`src/modrtu_pkg.sv`:
```
// shared types, codes and crc helper for the modbus rtu master framer
`default_nettype none

package modrtu_pkg;

	// input item codes carried in tuser
	typedef enum logic [1:0] {
		OP_WRITE = 2'd0,
		OP_READ  = 2'd1,
		OP_RESP  = 2'd2
	} op_t;

	// result kinds carried in tuser
	typedef enum logic [1:0] {
		KIND_TX     = 2'd0,
		KIND_WORD   = 2'd1,
		KIND_STATUS = 2'd2
	} kind_t;

	localparam logic [7:0]  FUNC_WRITE_REG = 8'd6;
	localparam logic [7:0]  FUNC_READ_REGS = 8'd3;
	localparam logic [15:0] CRC_INIT       = 16'hFFFF;
	localparam logic [15:0] CRC_POLY       = 16'hA001;
	localparam logic [7:0]  SLAVE_ADDR_RST = 8'd1;
	localparam int unsigned MAX_READ_WORDS = 125;
	localparam logic [7:0]  RESP_OVERHEAD  = 8'd5;

	// one byte emitted by the frame serializer
	typedef struct packed {
		logic       fire;
		logic       last;
		logic [7:0] data;
	} tx_emit_t;

	// result produced by the response decoder
	typedef struct packed {
		logic        valid;
		kind_t       kind;
		logic [15:0] word;
		logic        ok;
	} rx_result_t;

	// crc-16/modbus update by one byte, lsb first
	function automatic logic [15:0] crc_byte(input logic [15:0] crc, input logic [7:0] b);
		logic [15:0] c;
		c = crc ^ {8'd0, b};
		for (int i = 0; i < 8; i++) begin
			if (c[0]) begin
				c = (c >> 1) ^ CRC_POLY;
			end else begin
				c = c >> 1;
			end
		end
		return c;
	endfunction

endpackage

`default_nettype wire

```
`src/modrtu_tx.sv`:
```
// request frame serializer: six header bytes then the crc, one byte per cycle while advance is high
`default_nettype none

module modrtu_tx
	import modrtu_pkg::*;
(
	input  wire logic        clk,
	input  wire logic        arst_n,
	input  wire logic        load,
	input  wire logic [7:0]  slave_addr,
	input  wire logic [7:0]  func,
	input  wire logic [15:0] reg_addr,
	input  wire logic [15:0] value,
	input  wire logic        advance,
	output logic             busy,
	output tx_emit_t         emit
);

	logic [7:0]  bytes_q [0:5];
	logic [2:0]  idx_q;
	logic [15:0] crc_q;
	logic        busy_q;
	logic [7:0]  cur_byte;
	logic        fire;

	// pick the byte at the current frame position
	always_comb begin
		case (idx_q)
			3'd6:    cur_byte = crc_q[7:0];
			3'd7:    cur_byte = crc_q[15:8];
			default: cur_byte = bytes_q[idx_q];
		endcase
	end

	assign fire      = busy_q && advance;
	assign busy      = busy_q;
	assign emit.fire = fire;
	assign emit.last = (idx_q == 3'd7);
	assign emit.data = cur_byte;

	// position and busy flag
	always_ff @(posedge clk or negedge arst_n) begin
		if (!arst_n) begin
			busy_q <= 1'b0;
			idx_q  <= 3'd0;
		end else if (load) begin
			busy_q <= 1'b1;
			idx_q  <= 3'd0;
		end else if (fire) begin
			idx_q <= idx_q + 3'd1;
			if (idx_q == 3'd7) begin
				busy_q <= 1'b0;
			end
		end
	end

	// frame bytes and running crc over the header
	always_ff @(posedge clk) begin
		if (load) begin
			bytes_q[0] <= slave_addr;
			bytes_q[1] <= func;
			bytes_q[2] <= reg_addr[15:8];
			bytes_q[3] <= reg_addr[7:0];
			bytes_q[4] <= value[15:8];
			bytes_q[5] <= value[7:0];
			crc_q      <= CRC_INIT;
		end else if (fire && idx_q < 3'd6) begin
			crc_q <= crc_byte(crc_q, cur_byte);
		end
	end

	// checks
	a_load_starts: assert property (@(posedge clk) disable iff (!arst_n)
		load |=> busy_q && idx_q == 3'd0)
		else $error("serializer did not start at byte zero after load");
	a_last_ends: assert property (@(posedge clk) disable iff (!arst_n)
		(fire && idx_q == 3'd7 && !load) |=> !busy_q)
		else $error("serializer still busy after last byte");
	a_rose_from_load: assert property (@(posedge clk) disable iff (!arst_n)
		$rose(busy_q) |-> $past(load))
		else $error("serializer became busy without a load");

endmodule

`default_nettype wire

```
`src/modrtu_rx.sv`:
```
// response decoder: running crc, word pairing and crc status
`default_nettype none

module modrtu_rx
	import modrtu_pkg::*;
(
	input  wire logic       clk,
	input  wire logic       arst_n,
	input  wire logic       arm,
	input  wire logic [7:0] arm_len,
	input  wire logic       byte_valid,
	input  wire logic [7:0] rx_byte,
	output rx_result_t      result
);

	logic        pending_q;
	logic [7:0]  len_q;
	logic [7:0]  pos_q;
	logic [15:0] crc_q;
	logic [7:0]  held_q;
	logic [7:0]  crc_lo_q;
	logic [8:0]  pos_plus2;
	logic [8:0]  len_ext;
	logic        take;

	assign pos_plus2 = {1'b0, pos_q} + 9'd2;
	assign len_ext   = {1'b0, len_q};
	assign take      = byte_valid && pending_q;

	// result for the byte being taken
	always_comb begin
		result.valid = 1'b0;
		result.kind  = KIND_WORD;
		result.word  = 16'd0;
		result.ok    = 1'b0;
		if (take) begin
			if (pos_plus2 < len_ext) begin
				if (pos_q >= 8'd3 && !pos_q[0]) begin
					result.valid = 1'b1;
					result.word  = {held_q, rx_byte};
				end
			end else if (pos_plus2 != len_ext) begin
				result.valid = 1'b1;
				result.kind  = KIND_STATUS;
				result.ok    = ({rx_byte, crc_lo_q} == crc_q);
			end
		end
	end

	// decoder state
	always_ff @(posedge clk or negedge arst_n) begin
		if (!arst_n) begin
			pending_q <= 1'b0;
			len_q     <= 8'd0;
			pos_q     <= 8'd0;
			crc_q     <= CRC_INIT;
			held_q    <= 8'd0;
			crc_lo_q  <= 8'd0;
		end else if (arm) begin
			pending_q <= 1'b1;
			len_q     <= arm_len;
			pos_q     <= 8'd0;
			crc_q     <= CRC_INIT;
			held_q    <= 8'd0;
			crc_lo_q  <= 8'd0;
		end else if (take) begin
			pos_q <= pos_q + 8'd1;
			if (pos_plus2 < len_ext) begin
				crc_q <= crc_byte(crc_q, rx_byte);
				if (pos_q >= 8'd3 && pos_q[0]) begin
					held_q <= rx_byte;
				end
			end else if (pos_plus2 == len_ext) begin
				crc_lo_q <= rx_byte;
			end else begin
				pending_q <= 1'b0;
			end
		end
	end

	// checks
	a_pos_in_frame: assert property (@(posedge clk) disable iff (!arst_n)
		pending_q |-> pos_q < len_q)
		else $error("response position ran past expected length");
	a_arm_resets: assert property (@(posedge clk) disable iff (!arst_n)
		arm |=> pending_q && pos_q == 8'd0 && crc_q == CRC_INIT)
		else $error("decoder not re-armed after read request");
	a_status_ends: assert property (@(posedge clk) disable iff (!arst_n)
		(result.valid && result.kind == KIND_STATUS && !arm) |=> !pending_q)
		else $error("decoder still pending after status");

endmodule

`default_nettype wire

```
`src/modbus_rtu_master_framer.sv`:
```
// modbus rtu master framer top level: input stage, serializer, decoder, output register
//
//  channel | direction | handshake                     | payload
//  --------+-----------+-------------------------------+-----------------------------------
//  cfg     | in        | cfg_valid / cfg_ready          | cfg_data = slave address
//  s_axis  | in        | s_axis_tvalid / s_axis_tready  | tuser = operation, tdata = fields
//  m_axis  | out       | m_axis_tvalid / m_axis_tready  | tuser = kind, tlast, tdata = fields
//
// a request occupies the serializer for its eight frame bytes, one frame byte per cycle
// while the output is not stalled; the crc is folded in one byte per cycle as the header bytes leave.
// a request passes the stage register and the serializer before its first frame byte enters the output register.
// a response byte is decoded combinationally from the stage register into the output register.
// reset clears all control state, the decoder and sets the slave address to 1.
// m_axis_tready low freezes the output register and the serializer; input keeps
// one item in the stage register and then holds off.
`default_nettype none

module modbus_rtu_master_framer
	import modrtu_pkg::*;
#(
	parameter int unsigned MAX_WORDS = MAX_READ_WORDS
)
(
	input  wire logic        clk,
	input  wire logic        arst_n,
	input  wire logic        cfg_valid,
	output logic             cfg_ready,
	input  wire logic [7:0]  cfg_data,
	input  wire logic        s_axis_tvalid,
	output logic             s_axis_tready,
	// reg_address[15:0], write_value[31:16], word_count[38:32], rx_byte[46:39], zero
	input  wire logic [47:0] s_axis_tdata,
	// operation[1:0]
	input  wire logic [1:0]  s_axis_tuser,
	output logic             m_axis_tvalid,
	input  wire logic        m_axis_tready,
	// tx_byte[7:0], rx_word[23:8], crc_ok[24], zero
	output logic [31:0]      m_axis_tdata,
	// kind[1:0]
	output logic [1:0]       m_axis_tuser,
	output logic             m_axis_tlast
);

	logic [7:0]  slave_q;

	logic        valid_s1;
	op_t         op_s1;
	logic [15:0] addr_s1;
	logic [15:0] val_s1;
	logic [6:0]  cnt_s1;
	logic [7:0]  byte_s1;

	logic        out_valid_q;
	kind_t       kind_q;
	logic [7:0]  tx_q;
	logic [15:0] word_q;
	logic        ok_q;
	logic        last_q;

	logic        out_free;
	logic        tx_busy;
	tx_emit_t    tx_emit;
	logic        tx_done;
	logic        take_s1;
	logic        is_req;
	logic        load;
	logic [6:0]  n_clamped;
	logic [7:0]  func;
	logic [15:0] value;
	logic [7:0]  arm_len;
	logic        rx_take;
	rx_result_t  rx_res;
	logic        in_fire;

	// configuration register
	assign cfg_ready = 1'b1;
	always_ff @(posedge clk or negedge arst_n) begin
		if (!arst_n) begin
			slave_q <= SLAVE_ADDR_RST;
		end else if (cfg_valid) begin
			slave_q <= cfg_data;
		end
	end

	assign out_free = !out_valid_q || m_axis_tready;
	assign tx_done  = tx_emit.fire && tx_emit.last;

	// when the stage register can hand its item on
	always_comb begin
		is_req = 1'b0;
		case (op_s1)
			OP_WRITE: begin
				take_s1 = !tx_busy || tx_done;
				is_req  = 1'b1;
			end
			OP_READ: begin
				take_s1 = !tx_busy || tx_done;
				is_req  = 1'b1;
			end
			OP_RESP:  take_s1 = !tx_busy && out_free;
			default:  take_s1 = 1'b1;
		endcase
	end

	assign s_axis_tready = !valid_s1 || take_s1;
	assign in_fire       = s_axis_tvalid && s_axis_tready;

	// input stage register
	always_ff @(posedge clk or negedge arst_n) begin
		if (!arst_n) begin
			valid_s1 <= 1'b0;
		end else if (s_axis_tready) begin
			valid_s1 <= s_axis_tvalid;
		end
	end

	always_ff @(posedge clk) begin
		if (in_fire) begin
			op_s1   <= op_t'(s_axis_tuser);
			addr_s1 <= s_axis_tdata[15:0];
			val_s1  <= s_axis_tdata[31:16];
			cnt_s1  <= s_axis_tdata[38:32];
			byte_s1 <= s_axis_tdata[46:39];
		end
	end

	// request frame fields, word count clamped to the legal range
	always_comb begin
		if (cnt_s1 == 7'd0) begin
			n_clamped = 7'd1;
		end else if (cnt_s1 > 7'(MAX_WORDS)) begin
			n_clamped = 7'(MAX_WORDS);
		end else begin
			n_clamped = cnt_s1;
		end
	end

	assign load    = valid_s1 && take_s1 && is_req;
	assign func    = (op_s1 == OP_READ) ? FUNC_READ_REGS : FUNC_WRITE_REG;
	assign value   = (op_s1 == OP_READ) ? {9'd0, n_clamped} : val_s1;
	assign arm_len = {n_clamped, 1'b0} + RESP_OVERHEAD;
	assign rx_take = valid_s1 && take_s1 && (op_s1 == OP_RESP);

	modrtu_tx u_tx (
		.clk        (clk),
		.arst_n     (arst_n),
		.load       (load),
		.slave_addr (slave_q),
		.func       (func),
		.reg_addr   (addr_s1),
		.value      (value),
		.advance    (out_free),
		.busy       (tx_busy),
		.emit       (tx_emit)
	);

	modrtu_rx u_rx (
		.clk        (clk),
		.arst_n     (arst_n),
		.arm        (load && op_s1 == OP_READ),
		.arm_len    (arm_len),
		.byte_valid (rx_take),
		.rx_byte    (byte_s1),
		.result     (rx_res)
	);

	// output register
	always_ff @(posedge clk or negedge arst_n) begin
		if (!arst_n) begin
			out_valid_q <= 1'b0;
		end else if (out_free) begin
			out_valid_q <= tx_emit.fire || rx_res.valid;
		end
	end

	always_ff @(posedge clk) begin
		if (out_free) begin
			if (tx_emit.fire) begin
				kind_q <= KIND_TX;
				tx_q   <= tx_emit.data;
				word_q <= 16'd0;
				ok_q   <= 1'b0;
				last_q <= tx_emit.last;
			end else begin
				kind_q <= rx_res.kind;
				tx_q   <= 8'd0;
				word_q <= rx_res.word;
				ok_q   <= rx_res.ok;
				last_q <= 1'b1;
			end
		end
	end

	assign m_axis_tvalid = out_valid_q;
	assign m_axis_tuser  = kind_q;
	assign m_axis_tlast  = last_q;
	assign m_axis_tdata  = {7'd0, ok_q, word_q, tx_q};

	// checks
	a_no_overlap: assert property (@(posedge clk) disable iff (!arst_n)
		rx_res.valid |-> !tx_busy)
		else $error("decoder result while serializer busy");
	a_load_on_finish: assert property (@(posedge clk) disable iff (!arst_n)
		(load && tx_busy) |-> tx_done)
		else $error("frame loaded over a frame in flight");
	a_rx_single: assert property (@(posedge clk) disable iff (!arst_n)
		(m_axis_tvalid && m_axis_tuser != KIND_TX) |-> m_axis_tlast)
		else $error("decoder result not marked last");

endmodule

`default_nettype wire

```
`config.mk`:
```
export PLATFORM = sky130hd
export DESIGN_NAME = modbus_rtu_master_framer
export DESIGN_NICKNAME = d
export VERILOG_FILES = /design/src/modrtu_pkg.sv /design/src/modrtu_tx.sv /design/src/modrtu_rx.sv /design/src/modbus_rtu_master_framer.sv
export SDC_FILE = /design/constraint.sdc
export NUM_CORES = 1
export LEC_CHECK = 0
export ABC_AREA = 1
export BUFFER_PORTS_ARGS = -buffer_cell sky130_fd_sc_hd__buf_2
export CAP_MARGIN = 20
export CORE_ASPECT_RATIO = 1.75
export CORE_MARGIN = 2
export CORE_UTILIZATION = 53
export CTS_CLUSTER_SIZE = 25
export DETAILED_ROUTE_END_ITERATION = 7
export PLACE_DENSITY = 0.76
export SYNTH_ARGS = -nofsm -noshare
export SYNTH_HDL_FRONTEND = slang
export SYNTH_SLANG_ARGS = --single-unit
export TNS_END_PERCENT = 10
```
`constraint.sdc`:
```
create_clock -name clk -period 4.11 [get_ports clk]
set_input_delay 0.822 -clock clk [delete_from_list [all_inputs] [get_ports clk]]
set_output_delay 0.822 -clock clk [all_outputs]
set_load 0.02 [all_outputs]
```
==> results of run 1 <==
==> layout by cell type, fill, tap and decap left out, types with 3 or more instances in the layout <==
master / netlist / layout
clkbuf_16: 0 / 17
nand2_1: 209 / 209
nor4_1: 4 / 4
inv_2: 5 / 5
a21oi_1: 30 / 29
mux2_2: 8 / 8
inv_1: 112 / 112
o21ai_0: 47 / 47
nor3_1: 6 / 6
nand3_1: 60 / 60
nand4_1: 6 / 6
dfrtp_1: 46 / 46
edfxtp_1: 119 / 119
nor2_1: 64 / 64
o22ai_1: 4 / 4
conb_1: 2 / 8
buf_2: 11 / 91
bufinv_16: 0 / 3
a22oi_1: 4 / 4
dfxtp_1: 16 / 16
clkinv_4: 0 / 3
buf_4: 14 / 12
nor2_4: 3 / 3
dfstp_2: 17 / 17
o21ai_1: 7 / 7
o211ai_1: 16 / 16
xnor2_1: 11 / 11
ha_1: 14 / 14
a31oi_1: 4 / 4
xor2_1: 28 / 28
==> cells in the mapped netlist (all sizes together) <==
master / number
a31oi: 4
edfxtp: 119
a211oi: 2
or2: 2
nand2: 211
xor2: 29
nand3: 60
nor4: 4
o22ai: 4
ha: 14
clkbuf: 10
buf: 25
conb: 2
dfxtp: 16
nand4: 6
o21ai: 56
mux2: 8
o221ai: 2
inv: 117
dfrtp: 46
a22oi: 4
nor2: 71
o211ai: 16
a21oi: 30
dfstp: 17
nor4b: 1
nor3: 7
xnor2: 11
==> how the worst max path moves through the flow <==
stage | endpoint | slack (ns) | cells past startpoint
floorplan | addr_s1[0]$_DFFE_PP_ | 0.51 | 6
global placement | u_rx.crc_q[10]$_DFFE_PN1P_ | 0.90 | 13
detailed placement | u_rx.crc_q[10]$_DFFE_PN1P_ | 0.82 | 13
CTS | u_rx.crc_q[10]$_DFFE_PN1P_ | 0.89 | 14
global route | u_rx.crc_q[10]$_DFFE_PN1P_ | 0.57 | 12
finish | u_rx.crc_q[10]$_DFFE_PN1P_ | 0.82 | 14
==> where the power goes <==
| group | internal [mW] | switching [mW] | total (mW) | leakage, nW |
|---|---|---|---|---|
| Sequential | 2.77 | 0.330 | 3.10 | 2.02 |
| Clock | 0.988 | 0.751 | 1.74 | 0.299 |
| Combinational | 1.01 | 1.91 | 2.93 | 2.31 |
| Total | 4.77 | 2.99 | 7.77 | 4.63 |
==> kinds of logic after synthesis <==
family                     Yosys count
muxes                                8
other                                2
buffers and inverters              152
xor gates and xnor gates            40
and+or+nand+nor                    362
adders and majority gates           14
DFF                                198
AOI/OAI and AO/OA                  118
==> flip-flops by register name, indices dropped and copies added, names as in the netlist, 2 cells and up <==
| register | count |
|---|---|
| u_rx.len_q | 8 |
| u_tx.idx_q | 3 |
| byte_s1 | 8 |
| val_s1 | 16 |
| addr_s1 | 16 |
| slave_q | 8 |
| u_tx.bytes_q | 42 |
| u_rx.crc_lo_q | 8 |
| u_tx.crc_q | 16 |
| u_rx.pos_q | 8 |
| word_q | 16 |
| u_rx.held_q | 8 |
| u_rx.crc_q | 16 |
| m_axis_tuser | 2 |
| tx_q | 8 |
| cnt_s1 | 7 |
| op_s1 | 2 |
==> metal layers <==
layer | part of all wire (%) | vias up | global-route usage (%)
li1 | - | 3128 | -
met1 | 38 | 3023 | 24.2
met2 | 54 | 161 | 40.5
met3 | 3.3 | 56 | 3.92
met4 | 4.5 | 0 | 12.4
met5 | 0 | - | 0
==> metrics by stage <==
step                      cell area [sq um]  hold WS (ns)
after global placement                 9640         0.402
after detailed placement               9640         0.405
after global routing                  10300         0.425
after CTS                             10300         0.420
final                                 10300         0.421
after floorplan                        9000         0.400
==> worst max-delay path, cell delays in order (launching register included) <==
cell,delay (ns)
dfrtp_1,0.47
ha_1,0.27
nand2_1,0.10
nor2_1,0.21
xor2_1,0.17
inv_1,0.06
ha_1,0.28
nand3_1,0.09
nand2_1,0.06
nand2_1,0.06
nand3_1,0.23
nor2_8,0.26
nor2_8,0.07
nor2_1,0.66
a22oi_1,0.19
==> cell type report <==
cell class / instances / share of cell area (%)
well taps: 227 / 2.77
inverters: 117 / 4.28
multi-input cells: 550 / 28.1
flip-flops and latches: 198 / 53.5
clock inverters: 12 / 1.65
clock buffers: 20 / 4.35
repair buffers: 103 / 5.32
==> key figures, run 1 <==
Outcome
  – Status: finished clean

Worst setup path
  – Crit path launch type: register
  – Worst reg2reg setup slack: 0.82 ns
  – Setup crit end kind: register
  – Critical path type: reg2reg
  – Required @ worst endpoint: 4.42 ns
  – Critical path peak fanout: 11
  – CP Launch Point: u_rx.pos_q[1]$_DFFE_PN0P_
  – RR Startpoint: u_rx.pos_q[1]$_DFFE_PN0P_
  – CP arrival: between 3 and 4 ns
  – Reg2reg path depth: 14
  – Reg-to-reg endpoint: u_rx.crc_q[10]$_DFFE_PN1P_

Placed design
  – Pre-CTS WS: a little over 0.8 ns
  – Gpl congestion: 0.905
  – Placed Cells incl. Taps: 1195
  – I/O Buffers: between 90 and 100
  – Dpl hpwl: ~13000 um

GRT
  – Total gr overflow: 0
  – Vias in the first global route: around 6300
  – Global-route wire length before repair: about 31000 um
  – Antenna violations before repair: 0
  – All-Layer GR Usage: between 20 and 25%
  – Largest net degree at the start of global routing: 50

Clock tree
  – Skew-Pair Late Insertion Delay: about 0.44 ns
  – CTS Buffer Depth: 2
  – Setup bufs post-CTS: 0
  – Hold buffer count at CTS: 0
  – Clock Tree Root: clkbuf_16
  – CTS H-tree depth: 4
  – Clock Pin Slew Worst Setup and Hold Paths: 0.07 ns
  – Clock tree sinks: between 150 and 200
  – CTS tree: done
  – Cts repair resizes: 0
  – CTS buffer count: 17

Layout
  – Final net count: around 1100
  – Share of cells above drive strength 1: between 10% and 20%
  – Area growth syn-to-layout: 14.3%
  – Register area: around 5500 sq um
  – Area of the multi-input gates: 2880 sq um
  – Final core utilization: 61.1%
  – N_diodes: 0
  – Post-route insts no fill: between 1000 and 1500
  – Fill cells: 1395

STA
  – Crit share post-route: about four fifths
  – Slew Viols, Final: 0
  – RSZ-0062 raised after global routing: false
  – Min Tclk post-route: 3.29 ns
  – Final worst slack: between 0.8 and 0.9 ns
  – Highest clock rate: 304 MHz
  – Final setup viols: 0
  – Max-Slew Margin vs Limit: around 43%
  – Setup_tns: 0 ns
  – Clock Skews: a little over 0.009 ns
  – Final Hold Fails: 0
  – Worst Max-Slew Pin Slew: around 0.85 ns

Synthesis
  – Largest family of logic cells by synthesized area: simple AND/OR/NAND/NOR gates
  – Synthesized area: 8980 sq um
  – Ys Warns: 0
  – Synth Area in XOR/XNOR: 3.99%
  – Synth top area share: about two fifths
  – Seq/Total Area, Yosys: about three fifths
  – Post-synth cell types: 38
  – Post-synthesis compound-gate area fraction: around 7.5%
  – Yosys top cell by area: edfxtp_1
  – Top post-synthesis cells by area: edfxtp_1, dfrtp_1, nand2_1
  – Synth Area per Inst: 10.0 sq um
  – Simple-Gate Fraction of Synth Area: around 17%
  – Mapped Cells: 894
  – Mux cell area share after synthesis: around 1%
  – Synth Area in Adders: 1.95%
  – Flops & latches, synth: 198

Routing
  – First DRT Iteration DRCs: 402
  – Final WL: 19000 um
  – Post-DR vias/cell: about 5.2
  – Post-DRT Antenna Nets: 0
  – Average wire per standard cell: 15.5 um
  – DR pass1 iterations: 4
  – Vias: roughly 6400
  – DRC: 0

Die
  – Chip height: 176 um
  – Core Footprint: ~17000 sq um
  – Die width: about 100 um
  – Die ar.: ~18000 sq um
  – Starting Density: a little over half
  – Cell Rows: 63
  – Ports: 101

Pwr
  – Pwr dens: around 760 nW/um^2
  – Peak supply drop: around 560 uV
  – Pleak: 4.63 nW
  – Final Power: a little under 8 mW

Hold path
  – WHS Path Cells: 0
  – HP Class: reg2reg
  – Min-Delay Endpoint: u_tx.bytes_q[3][7]$_DFFE_PP_
  – Worst Hold Launch: addr_s1[7]$_DFFE_PP_

Job
  – Max-Cap Viols: 0
(Power assumes the default switching activity.)
==> inputs of run 2 (changes only) <==
Settings changed: ABC_AREA 1 to 0, CORE_UTILIZATION 53 to 58, PLACE_DENSITY 0.76 to 0.79.
Clock period 4.11 ns to 3.3 ns, I/O delays scaled along.
==> run 2 against run 1 <==
  * Cell count shrank 19%
  * Non-clock buffer count grew 9
  * Global-route usage is 1.9 points higher
  * Sequential power grew 29%
  * Flip-flop and latch count did not move
  * Clock-buffer cell count shrank 3
  * Wire length is 1.9% higher
  * Critical endpoint is now u_tx.crc_q[0]$_SDFFE_PP1P_
==> key figures, run 2 <==
Layout
  – Register area: 5490 sq um (unchanged)
  – Share of cells above drive strength 1: 22.4% (+4.5 points)
  – Area growth syn-to-layout: 14.7%
  – Area of the multi-input gates: 3030 sq um (+4.9%)
  – Most frequent cells in the layout: edfxtp_1, buf_2, nand2_1, dfrtp_1, o21ai_0
  – Final core utilization: 67.8% (+6.7 points)
  – Commonest non-fill, non-tap cell in the layout: edfxtp_1
  – Number of flip-flops in the largest register: 42 (unchanged)
  – N_diodes: 0 (unchanged)
  – Final net count: 878 (-17%)
  – Fill cells: 1032 (-26%)
  – Largest reg by FF count: u_tx.bytes_q

Synthesis
  – Post-synth ARST share: 31.8% (unchanged)
  – Seq/Total Area, Yosys: 62.7% (+1.5 points)
  – Most frequent cell after synthesis: edfxtp_1
  – Top post-synthesis cells by area: edfxtp_1, dfrtp_1, dfstp_2
  – Ys Warns: 0 (unchanged)
  – Synthesized area: 8760 sq um (-2.4%)
  – Synth top area share: 40.8% (+0.97 points)
  – Flops & latches, synth: 198 (unchanged)
  – Commonest cells post-synth: edfxtp_1, nand2_1, dfrtp_1
  – EDFF count, synth: 119 (unchanged)
  – Ys flop type: edfxtp_1
  – Yosys top cell by area: edfxtp_1
  – Post-synth cell types: 53 (+39%)
  – Synth Area per Inst: 12.4 sq um (+23%)
  – Mapped Cells: 708 (-21%)

GRT
  – Total gr overflow: 0 (unchanged)
  – All-Layer GR Usage: 24.3% (+1.9 points)
  – Global-route wire length before repair: 30600 um (+0.25%)
  – Antenna violations before repair: 0 (unchanged)
  – Vias in the first global route: 6107 (-3.7%)
  – Largest net degree at the start of global routing: 55 (+10%)

STA
  – Min Tclk post-route: 3.15 ns (-0.148 ns)
  – Worst Max-Slew Pin Slew: 0.718 ns (-0.133 ns)
  – Final Hold Fails: 0 (unchanged)
  – Crit share post-route: 95.3% (+15 points)
  – Clock Skews: 0.0163 ns (+0.00706 ns)
  – Final worst slack: 0.153 ns (-0.662 ns)
  – Final setup viols: 0 (unchanged)
  – Max-Slew Margin vs Limit: 52.1% (+9.1 points)
  – Slew Viols, Final: 0 (unchanged)
  – RSZ-0062 raised after global routing: false
  – Setup_tns: 0 ns (unchanged)
  – Highest clock rate: 318 MHz (+4.7%)

Routing
  – DRC: 0 (unchanged)
  – Post-DRT Antenna Nets: 0 (unchanged)
  – DR pass1 iterations: 8 (+4)
  – First DRT Iteration DRCs: 373 (-7.2%)
  – Final WL: 19300 um (+1.9%)
  – Average wire per standard cell: 19.4 um (+25%)
  – Vias: 5844 (-8.2%)
  – Post-DR vias/cell: 5.86 (+13%)

Worst setup path
  – Max incr delay on CP: 0.45 ns (-0.21 ns)
  – Critical path type: reg2reg
  – Required @ worst endpoint: 3.61 ns (-0.81 ns)
  – Setup crit end kind: register
  – CP max stage cell: dfrtp_1
  – Crit-path leading delay family: XOR/XNOR gates
  – Cell chain of the critical path: ha_1 > ha_1 > buf_4 > a221o_1 > nand3_1 > xor2_1 > xnor2_1 > xnor3_2 > xor2_1 > xnor2_1 > o21ai_1
  – Crit path launch type: register
  – CP arrival: 3.46 ns (-0.15 ns)
  – Critical path peak fanout: 7 (-4)
  – Worst Path Buf+Inv: 1 (unchanged)

Pwr
  – Peak supply drop: 813 uV (+46%)
  – Pwr dens: 1020 nW/um^2 (+34%)
  – Pleak: 4.05 nW (-13%)
  – Final Power: 10.2 mW (+31%)

Job
  – Max-Cap Viols: 0 (unchanged)

Outcome
  – Status: finished clean

Placed design
  – Pre-CTS WS: 0.230 ns (-0.587 ns)
  – I/O Buffers: 91 (unchanged)
  – Dpl hpwl: 13600 um (+1.1%)
  – Gpl congestion: 0.974 (+7.7%)

Die
  – Starting Density: 59.1% (+5.6 points)
  – Cell Rows: 59 (-6.3%)
  – Die width: 96.9 um (-5.3%)
  – Core Footprint: 14800 sq um (-12%)
  – Ports: 101 (unchanged)
  – Die ar.: 16100 sq um (-10%)
  – Chip height: 167 um (-5.4%)

Clock tree
  – Skew-Pair Late Insertion Delay: 0.44 ns (about the same)
  – Clock Pin Slew Worst Setup and Hold Paths: 0.08 ns (about the same)
  – Clock Tree Root: clkbuf_16
  – CTS tree: done
  – CTS buffer count: 17 (unchanged)
  – CTS Buffer Depth: 2 (unchanged)
  – CTS H-tree depth: 4 (unchanged)
  – Clock tree sinks: 198 (unchanged)

Hold path
  – HP Class: in2async
[run 2: changes by cell type in the layout (fill, tap and decap cells not counted), moves of 11 or more]
cell / change
nand2_1: -130
and2_1: +28
nor2_1: -40
mux2i_1: +22
xnor2_1: +23
a21oi_1: -11
nand3_1: -25
inv_1: -94
[run 2: cell families after synthesis]
kind of cell / synth area share (%)
AND/OR/NAND/NOR: 11.6
flip-flops: 62.7
AO/OA/AOI/OAI: 8.21
buffers and inverters: 3.20
adder cells (fa/ha/maj): 2.00
other: 0.0857
multiplexers: 4.77
XOR/XNOR: 7.51
[run 2: metal layers]
metal	up-vias	part of all wire (%)	track usage [%]
met5	-	0	0
met4	0	5.6	13.5
met3	71	5.2	5.08
met2	236	55	44.3
met1	2826	34	25.8
li1	2711	-	-
[run 2: path summary, 6_finish.rpt]
kind / start / end / slack, ns / cells after the start
worst max-delay path: u_tx.idx_q[1]$_DFFE_PN0P_ / u_tx.crc_q[0]$_SDFFE_PP1P_ / 0.15 / 11
worst min-delay path: arst_n / u_rx.crc_lo_q[2]$_DFFE_PN0P_ / 0.08 / 1
worst max register to register: u_tx.idx_q[1]$_DFFE_PN0P_ / u_tx.crc_q[0]$_SDFFE_PP1P_ / 0.15 / 11
worst min register to register: addr_s1[13]$_DFFE_PP_ / u_tx.bytes_q[2][5]$_DFFE_PP_ / 0.42 / 0
max in group asynchronous: arst_n / u_rx.len_q[5]$_DFFE_PN0P_ / 2.23 / 2
min in group clk: s_axis_tdata[44] / byte_s1[5]$_DFFE_PP_ / 0.39 / 1
[run 2: power by group]
part | switching, mW | internal, mW
sequential | 0.484 | 3.50
combinational | 2.34 | 1.80
clock | 0.993 | 1.09
[run 2: repair_timing]
item	CTS	global route
setup endpoints to repair	0	2
buffers inserted	0	0
hold buffers	0	0
resized for setup	0	2
[run 2: per-stage QoR]
step	area (sq um)	instances	hold slack, ns
final	10100	997	0.0795
after global routing	10100	997	0.0764
after CTS	10000	996	0.0672
after detailed placement	9410	964	0.405
after global placement	9410	964	0.403
after floorplan	8790	714	0.364
[run 2: cell type report]
type,count,share of cell area (%)
well taps,183,2.28
clock buffers,17,4.23
inverters,19,0.709
repair buffers,112,6.30
clock inverters,15,1.80
multi-input cells,453,30.1
flip-flops and latches,198,54.6
==> inputs of run 3 (changes only) <==
Settings changed: MAX_ROUTING_LAYER set to met4.
==> run 3 against run 2 <==
  * Hold slack worse by 0.011 ns
  * Total power grew 0.23%
  * Wire length increased by 0.17%
  * Cell count did not move
  * Sequential share of layout area increased by 0.10 points
  * Via count about the same
  * Critical path type unchanged
  * Highest routed layer unchanged
==> key figures, run 3 (same netlist as run 2, synthesis figures left out) <==
Pwr
  – Final Power: 10.2 mW (+0.23%)
  – Peak supply drop: 841 uV (+3.4%)
  – Clock power share: 20.4% (about the same)
  – Pleak: 4.04 nW (about the same)
  – Share of power burned in registers: 38.9% (-0.2 points)
  – Switching share of power: 38.2% (+0.77 points)
  – Pwr dens: 1020 nW/um^2 (+0.42%)
  – Gate power share: 40.7% (+0.2 points)
  – Switching Power: 3.91 mW (+2.3%)
  – Pint: 6.33 mW (-1.0%)

Routing
  – Post-DRT Antenna Nets: 0 (unchanged)
  – Post-DR vias/cell: 5.86 (about the same)
  – Final WL: 19400 um (+0.17%)
  – Vias: 5846 (+0.034%)
  – DR pass1 iterations: 7 (-1)
  – DRC: 0 (unchanged)
  – Average wire per standard cell: 19.4 um (+0.17%)
  – First DRT Iteration DRCs: 481 (+29%)

Worst setup path
  – Crit path launch type: register
  – CP max stage cell: xnor3_1
  – Setup crit end kind: register
  – Max incr delay on CP: 0.48 ns (+0.03 ns)
  – CP Depth: 11 (unchanged)
  – CP arrival: 3.49 ns (+0.03 ns)
  – Cell repeated most along the worst path: ha_1
  – Reg-to-reg endpoint: u_tx.crc_q[0]$_SDFFE_PP1P_
  – Cell chain of the critical path: ha_1 > ha_1 > a22oi_1 > mux2i_1 > mux2i_2 > xor2_2 > xnor3_1 > xnor3_2 > xor2_1 > xnor2_1 > o21ai_1
  – Reg2reg path depth: 11 (unchanged)
  – Crit-path leading delay family: XOR/XNOR gates
  – Worst reg2reg setup slack: 0.14 ns (about the same)
  – Worst Path Buf+Inv: 0 (-1)
  – Critical path peak fanout: 6 (-1)
  – Critical path type: reg2reg
  – Required @ worst endpoint: 3.63 ns (+0.02 ns)
  – Setup crit end: u_tx.crc_q[0]$_SDFFE_PP1P_
  – CP Launch Point: u_tx.idx_q[1]$_DFFE_PN0P_
  – RR Startpoint: u_tx.idx_q[1]$_DFFE_PN0P_

Outcome
  – Status: finished clean

STA
  – Final worst slack: 0.139 ns (-0.0143 ns)
  – RSZ-0062 raised after global routing: false
  – Clock Skews: 0.0180 ns (+0.00171 ns)
  – Min Tclk post-route: 3.16 ns (+0.0143 ns)
  – Crit share post-route: 95.8% (+0.43 points)
  – Highest clock rate: 316 MHz (-0.45%)
  – Final setup viols: 0 (unchanged)
  – Hold slack: 0.0682 ns (-0.0113 ns)
  – Final Hold Fails: 0 (unchanged)
  – Slew Viols, Final: 0 (unchanged)
  – Max-Slew Margin vs Limit: 51.5% (-0.67 points)
  – Setup_tns: 0 ns (unchanged)
  – Worst Max-Slew Pin Slew: 0.728 ns (+0.0101 ns)

Job
  – Max-Cap Viols: 0 (unchanged)

Layout
  – Register area: 5490 sq um (unchanged)
  – Fill cells: 1047 (+1.5%)
  – Area of the multi-input gates: 3020 sq um (-0.29%)
  – Final Cell Area: 10000 sq um (-0.19%)
  – Largest reg by FF count: u_tx.bytes_q
  – Post-route insts no fill: 997 (unchanged)
  – Final net count: 878 (unchanged)
  – N_diodes: 0 (unchanged)
  – Number of flip-flops in the largest register: 42 (unchanged)
  – Final core utilization: 67.7% (-0.13 points)
  – Share of cells above drive strength 1: 22.2% (-0.12 points)
  – Commonest non-fill, non-tap cell in the layout: edfxtp_1
  – Most frequent cells in the layout: edfxtp_1, buf_2, nand2_1, dfrtp_1, o21ai_0
  – Area growth syn-to-layout: 14.5%

Die
  – Core Footprint: 14800 sq um (unchanged)
  – Die ar.: 16100 sq um (unchanged)
  – Ports: 101 (unchanged)
  – Chip height: 167 um (unchanged)
  – Cell Rows: 59 (unchanged)
  – Starting Density: 59.1% (unchanged)
  – Die width: 96.9 um (unchanged)

Clock tree
  – Setup bufs post-CTS: 0 (unchanged)
  – CTS Buffer Depth: 2 (unchanged)
  – Skew-Pair Late Insertion Delay: 0.44 ns (about the same)
  – CTS H-tree depth: 4 (unchanged)
  – Hold buffer count at CTS: 0 (unchanged)
  – Cts repair resizes: 0 (unchanged)
  – Clock Pin Slew Worst Setup and Hold Paths: 0.09 ns (about the same)
  – CTS tree: done
  – Clock tree sinks: 198 (unchanged)
  – CTS buffer count: 17 (unchanged)
  – Clock Tree Root: clkbuf_16

Placed design
  – Dpl hpwl: 13600 um (-0.16%)
  – Pre-CTS WS: 0.208 ns (-0.0222 ns)
  – Placed Cells incl. Taps: 964 (unchanged)
  – I/O Buffers: 91 (unchanged)
  – Gpl congestion: 0.932 (-4.3%)
  – Area of placed instances: 9410 sq um (unchanged)

GRT
  – Total gr overflow: 0 (unchanged)
  – Antenna violations before repair: 0 (unchanged)
  – Vias in the first global route: 5955 (-2.5%)
  – Largest net degree at the start of global routing: 55 (unchanged)
  – All-Layer GR Usage: 24.7% (+0.41 points)
  – Global-route wire length before repair: 30300 um (-1.0%)

Hold path
  – HP Class: in2async
==> run 3: power by group through the flow <==
| stage | clock, mW | sequential, mW | combinational (mW) |
|---|---|---|---|
| 6_report | 2.08 | 3.98 | 4.17 |
| 5_1_grt | 2.19 | 4.05 | 4.51 |
| 4_1_cts | 2.09 | 3.98 | 4.11 |
| 3_5_place_dp | 0 | 4.02 | 4.07 |
| 3_3_place_gp | 0 | 3.98 | 3.89 |
| 2_1_floorplan | 0 | 3.98 | 3.05 |
==> run 3: cell type report <==
cell class / count / area share (%)
clock inverters: 15 / 1.71
multi-input cells: 453 / 30.1
repair buffers: 112 / 6.31
flip-flops and latches: 198 / 54.7
clock buffers: 17 / 4.24
well taps: 183 / 2.28
inverters: 19 / 0.710
==> run 3: routing by layer <==
| layer | global-route usage [%] | vias up | wire [um] |
|---|---|---|---|
| met3 | 3.82 | 54 | 896 |
| met1 | 26.6 | 2874 | 6870 |
| met4 | 12.1 | 0 | 880 |
| met2 | 44.0 | 209 | 10700 |
| li1 | - | 2709 | - |
| met5 | - | - | 0 |
==> run 3: worst min path at each step <==
stage          cells past startpoint                            to  slack (ns)
2_1_floorplan                      0     m_axis_tvalid$_DFFE_PN0N_        0.36
3_5_place_dp                       0  u_tx.bytes_q[2][4]$_DFFE_PP_        0.41
5_1_grt                            1  u_rx.crc_lo_q[2]$_DFFE_PN0P_        0.07
6_report                           1  u_rx.crc_lo_q[0]$_DFFE_PN0P_        0.07
3_3_place_gp                       0  u_tx.bytes_q[3][1]$_DFFE_PP_        0.40
4_1_cts                            1  u_rx.crc_lo_q[2]$_DFFE_PN0P_        0.07
==> run 3: worst reg2reg max path: stages (launching register included) <==
cell and delay (ns):
dfrtp_1 0.45, ha_1 0.22, ha_1 0.26, a22oi_1 0.21, mux2i_1 0.12, mux2i_2 0.27, xor2_2 0.29, xnor3_1 0.49
xnor3_2 0.27, xor2_1 0.26, xnor2_1 0.16, o21ai_1 0.07
